### config.mk
export PLATFORM = sky130hd
export DESIGN_NAME = swmm_cell
export DESIGN_NICKNAME = d
export VERILOG_FILES = /design/src/design/swmm_pkg.sv /design/src/design/swmm_cell.sv
export SDC_FILE = /design/constraint.sdc
export NUM_CORES = 1
export LEC_CHECK = 0
export ABC_AREA = 1
export BUFFER_PORTS_ARGS = -buffer_cell sky130_fd_sc_hd__buf_4
export CORE_AREA = 2 2 123 155
export CTS_BUF_LIST = sky130_fd_sc_hd__clkbuf_4
export CTS_CLUSTER_DIAMETER = 50
export DETAILED_ROUTE_END_ITERATION = 6
export DIE_AREA = 0 0 125 157
export GPL_ROUTABILITY_DRIVEN = 0
export GPL_TIMING_DRIVEN = 0
export MAX_ROUTING_LAYER = met4
export PLACE_DENSITY = 0.54
export SLEW_MARGIN = 5
export SYNTH_ARGS = -nofsm -noshare
export SYNTH_HDL_FRONTEND = slang
export SYNTH_SLANG_ARGS = --single-unit
### constraint.sdc
create_clock -name clk -period 1.7 [get_ports clk]
set_input_delay 0.255 -clock clk [delete_from_list [all_inputs] [get_ports clk]]
set_output_delay 0.255 -clock clk [all_outputs]
set_load 0.02 [all_outputs]
### src/design/swmm_pkg.sv
// Shared types and constants for the sliding-window minimum/maximum block.
// Used by swmm_cell and sliding_window_min_max; depends on nothing.
`default_nettype none

package swmm_pkg;

  localparam int SAMPLE_W       = 32;
  localparam int CFG_W          = 7;
  localparam int WINDOW_MAX_DEF = 64;

  typedef logic signed [SAMPLE_W-1:0] sample_t;

  // Running extremes that travel down the chain of cells, one cell per cycle.
  typedef struct packed {
    logic    act;
    sample_t lo;
    sample_t hi;
  } token_t;

  localparam sample_t SAMPLE_POS_MAX = {1'b0, {(SAMPLE_W-1){1'b1}}};
  localparam sample_t SAMPLE_NEG_MAX = {1'b1, {(SAMPLE_W-1){1'b0}}};

endpackage

`default_nettype wire

### src/design/swmm_cell.sv
// One chain cell: holds a sample; if in the window, folds it into the passing token.
// Depends on swmm_pkg.
`default_nettype none

module swmm_cell #(
  parameter int INDEX = 0,
  parameter int KW    = 7
) (
  input  wire logic             clk,
  input  wire logic             rst,
  input  wire logic             shift_en,
  input  wire swmm_pkg::sample_t sample_in,
  output swmm_pkg::sample_t     sample_out,
  input  wire logic [KW-1:0]    k,
  input  wire swmm_pkg::token_t tok_in,
  output swmm_pkg::token_t      tok_out
);

  localparam logic [KW-1:0] IDX = KW'(INDEX);

  swmm_pkg::sample_t sample;
  swmm_pkg::token_t  tok;
  swmm_pkg::token_t  tok_next;
  logic              in_window;

  always_ff @(posedge clk) begin
    if (shift_en) begin
      sample <= sample_in;
    end
  end

  // Only the newest k cells count; the rest pass the token on unchanged.
  assign in_window = k > IDX;

  always_comb begin
    tok_next = tok_in;
    if (in_window) begin
      tok_next.lo = (sample < tok_in.lo) ? sample : tok_in.lo;
      tok_next.hi = (sample > tok_in.hi) ? sample : tok_in.hi;
    end
  end

  always_ff @(posedge clk) begin
    if (rst) begin
      tok.act <= 1'b0;
    end else begin
      tok.act <= tok_next.act;
    end
    tok.lo <= tok_next.lo;
    tok.hi <= tok_next.hi;
  end

  assign sample_out = sample;
  assign tok_out    = tok;

endmodule

`default_nettype wire

Word-level counts from Yosys, hierarchy flattened
Index checks and enable logic that the tools add are counted.
{"block": "totals", "inputBits": 107, "word_cells": 10, "register_bits": 97, "output_inout_bits": 97}
{"block": "op_classes", "magnitude_cmp": 3, "muxes": 3}
{"op": "$mux 32", "n": 2}
{"op": "$mux 64", "n": 1}
{"op": "$gt 32x32->1", "n": 1}
{"op": "$lt 32x32->1", "n": 1}
{"op": "$gt 7x1->1 const B", "n": 1}

Longest topological paths before layout
{"block": "depth", "ltp_word": 3, "depth_mapped": 17, "depth_no_buf": 16}

Worst setup path after synthesis
No wires, ideal clock.
{"block": "synth_path", "path_type": "register to register", "startpoint": "register sample[21] (netlist: sample_out[21])", "endpoint": "register tok, in the netlist tok_out[10]", "arrival_ps": 1917, "path_stages_with_launch": 13, "path_slack_ps": -330, "required_time_ps": 1587, "path_buffers": 1, "synth_period_minus_slack_ps": 2030, "setup_time_ps": 113, "cell_sequence": "edfxtp_1 -> ha_1 -> a21oi_1 -> nor2_1 -> nor2_1 -> nand3_1 -> a21oi_2 -> nand2_1 -> nand2_2 -> nand3_4 -> buf_12 -> nand2_2 -> nand2_2"}
{"element": "start: declaration", "line_no": "swmm_cell.sv:21", "source": "swmm_pkg::sample_t sample;"}
{"element": "start signal: assignment", "line_no": "swmm_cell.sv:28", "source": "sample <= sample_in;"}
{"element": "end: declaration", "line_no": "swmm_cell.sv:22", "source": "swmm_pkg::token_t tok;"}

==> results by group <==
Global routing
  – GR Overflow Total: 0
  – Vias in the first global route: 5558
  – Initial antenna violation count: 1
  – Tot GR Track Use: 0.190
  – First-pass GRT wire length: 28.4 mm
  – Largest net degree at the start of global routing: 33

Pwr
  – Reg power frac: 0.402
  – Switching Share: 0.365
  – Pint: 4700 uW
  – Pwr Total: 7390 uW
  – Clock power share: 0.175
  – Comb pwr share: 0.423
  – Maximum vdd drop: 0.500 mV
  – Leakage: 0.00444 uW
  – P_sw: 2700 uW
  – Power per cell area: 845 mW/mm^2

Clock network
  – Clock sink count: 97
  – CTS H-tree lvls: 3
  – Worst skew pair latency: 0.47 ns
  – Clock Tree Buf Depth: 2
  – CTS tree: built
  – Clock root cell: clkbuf_4
  – CTS clk-pin slew, worst paths: 0.15 ns
  – CTS Buf Count: 9

STA
  – Fmax: 451 MHz
  – Endpoints failing setup: 64
  – Skew final: 0.0139 ns
  – RSZ-0062 raised after global routing: true
  – Max-Slew Margin vs Limit: 0.636
  – Final Hold Slack: 0.278 ns
  – Slew Limit Fails: 0
  – Hold Vio Cnt, Final: 0
  – Worst Tran Pin Value: 0.546 ns
  – Final WS setup: -0.516 ns
  – Min cycle time layout: 2.22 ns
  – Period utilization: 1.30

Setup path
  – CP endpoint kind: flip-flop
  – CP Max Fanout: 10
  – Critical Path Slowest Stage Cell: edfxtp_1
  – Worst setup SP type: flip-flop
  – CP arrival: 2.60 ns
  – Crit path required time: 2.08 ns
  – Crit-path cells: ha_1 -> a21oi_1 -> o21ai_0 -> a21oi_1 -> nand2_2 -> nand2_2 -> nand2_2 -> nand2_4 -> nand3_4 -> buf_12 -> nand2_2 -> nand2_1
  – Critical path's most frequent cell: nand2_2
  – Kind of critical path: flip-flop to flip-flop
  – CP max stage delay: 0.51 ns
  – FF-to-FF path depth: 12

Synth
  – Mapped Area: 0.00535 sq mm
  – Gate Count Post-Synth: 592
  – Number of synthesized register bits: 97
  – Cell variety after synth: 30
  – YS warnings: 0
  – Post-synth ARST share: 0
  – Post-synthesis area per instance: 9.04 sq um
  – Post-synth top flop: dfxtp_1
  – Sequential area share after synthesis: 0.423
  – Synthesized Nets: 762
  – Post-synth EDFFs: 32

Layout
  – Final std cell area, no fill: 0.00875 sq mm
  – Final design utilization: 0.485
  – Area delta synth->final: 63.6%
  – # nets final: 1115
  – Filler-free cell count of the finished design: 1179
  – Share of cells above drive strength 1: 0.427

Hold path
  – Hold Path Stages: 5
  – Hold Crit Class: input port to flip-flop

Floorplanning
  – Row count: 55
  – IO Pins: 204
  – Initial core utilization: 0.297
  – Chip Height: 157 um
  – Core area: 0.0180 sq mm
  – Die footprint: 0.0196 sq mm
  – Die X-Extent: 125 um

Detailed routing
  – Starting DRC count in detailed routing: 183
  – DRC Markers: 0
  – Via count: 5288
  – Vias per cell: 4.49
  – Routed WL: 18.0 mm
  – DRT Pass-1 Iters: 4
  – WL/cell: 15.3 um
  – Final ANT Viol Nets: 0

Placement
  – Post-DP Area: 0.00717 sq mm
  – PortBufs: 203
  – DP HPWL: 12.7 mm
  – Cells after DPL: 1023

Run
  – Max Cap Viol: 0

Status
  – Violated checks: setup timing
  – Outcome: complete, but fails checks
-- cells in the final DEF, fill, tap and decap left out, drive strengths merged, types with 2 or more instances in the layout --
master,netlist,layout
a21oi,30,30
buf,22,260
clkbuf,3,18
clkinv,0,4
clkinvlp,0,2
dfxtp,65,65
dlygate4sd3,0,98
edfxtp,32,32
ha,63,63
inv,79,79
nand2,186,186
nand3,8,8
nand4,67,67
nor2,18,18
nor3,4,4
o21a,2,2
o21ai,9,9
-- repair_timing --
action                                  in CTS  in global routing
resized for setup                           27                 10
buffers inserted                            40                  1
endpoints found under the setup margin      64                 66
hold buffers                                98                  0
endpoints found under the hold margin       97                  0
pin swaps                                   10                  3
-- Yosys cell counts (2+ instances only) --
master / n / share of area
nand2_2: 95 / 0.11
o21ai_0: 4 / 0.0037
buf_12: 3 / 0.011
dfxtp_1: 65 / 0.24
o21ai_1: 5 / 0.0047
edfxtp_1: 32 / 0.18
buf_8: 3 / 0.0084
nand4_1: 67 / 0.078
nor3_1: 3 / 0.0028
a21oi_2: 2 / 0.0033
nand3_1: 3 / 0.0028
buf_2: 15 / 0.014
nand3_2: 3 / 0.0056
nand2_1: 90 / 0.063
ha_1: 63 / 0.15
nor2_1: 13 / 0.0091
inv_1: 77 / 0.054
o21a_1: 2 / 0.0028
nor2_2: 5 / 0.0058
clkbuf_1: 3 / 0.0021
nand3_4: 2 / 0.0065
inv_2: 2 / 0.0014
a21oi_1: 28 / 0.026
-- routing by layer --
| layer | track usage | wire length (um) | vias to the layer above |
|---|---|---|---|
| met1 | 0.212 | 7330 | 2415 |
| met3 | 0.0449 | 988 | 32 |
| li1 | - | - | 2692 |
| met4 | 0.0635 | 417 | 0 |
| met5 | - | 0 | - |
| met2 | 0.335 | 9290 | 149 |
-- layout make-up --
| cell class | instances | area [sq um] |
|---|---|---|
| Fill cell | 1793 | 9280 |
| Clock buffer | 9 | 67.6 |
| Buffer | 25 | 240 |
| Antenna cell | 1 | 2.50 |
| Multi-Input combinational cell | 391 | 2690 |
| Clock inverter | 7 | 71.3 |
| Timing Repair Buffer | 342 | 2840 |
| Inverter | 79 | 297 |
| Sequential cell | 97 | 2260 |
| Tap cell | 228 | 285 |
-- path summary, 6_finish.rpt --
check | slack (ns) | endpoint | from
hold / removal | 0.28 | tok_out[32] | k[3]
setup / recovery | -0.52 | tok_out[48] | sample_out[13]
hold reg to reg | 0.62 | tok_out[0] | sample_out[0]
setup reg to reg | -0.52 | tok_out[48] | sample_out[13]
-- kinds of logic (layout without fill, tap and decap cells) --
| family | after synthesis | after routing | share of synthesized area |
|---|---|---|---|
| AND/OR/NAND/NOR | 286 | 286 | 0.295 |
| AO/OA/AOI/OAI | 42 | 42 | 0.0421 |
| adder cells (fa/ha/maj) | 63 | 63 | 0.147 |
| flip-flops | 97 | 97 | 0.423 |
| buffers and inverters | 104 | 462 | 0.0933 |
| other | 0 | 1 | 0 |
-- sequential cells by signal, indices dropped and copies added (netlist names) --
register and count:
tok_out 65, sample_out 32
-- worst max-delay path: cells and delay by family, from the launching register on --
| kind | cells | cell delay [ns] |
|---|---|---|
| DFF | 1 | 0.51 |
| and+or+nand+nor | 7 | 0.66 |
| AOI/OAI and AO/OA | 3 | 0.41 |
| adders and majority gates | 1 | 0.35 |
| buffers and inverters | 1 | 0.19 |
-- metrics by stage --
stage	setup WS, ns	TNS (ns)
after floorplan	-0.314	-18.35
after global placement	-0.604	-36.70
after detailed placement	-0.633	-37.89
after CTS	-0.523	-31.87
after global routing	-0.704	-42.98
final	-0.516	-31.19
-- power groups by stage --
stage | Sequential (uW) | Combinational (uW) | Clock, uW
final | 2970 | 3130 | 1290
after global routing | 3020 | 3410 | 1440
after CTS | 2970 | 3130 | 1350
after detailed placement | 3040 | 2740 | 0
after global placement | 3040 | 2730 | 0
after floorplan | 3500 | 1090 | 0
Power figures use the tool's default switching activity.
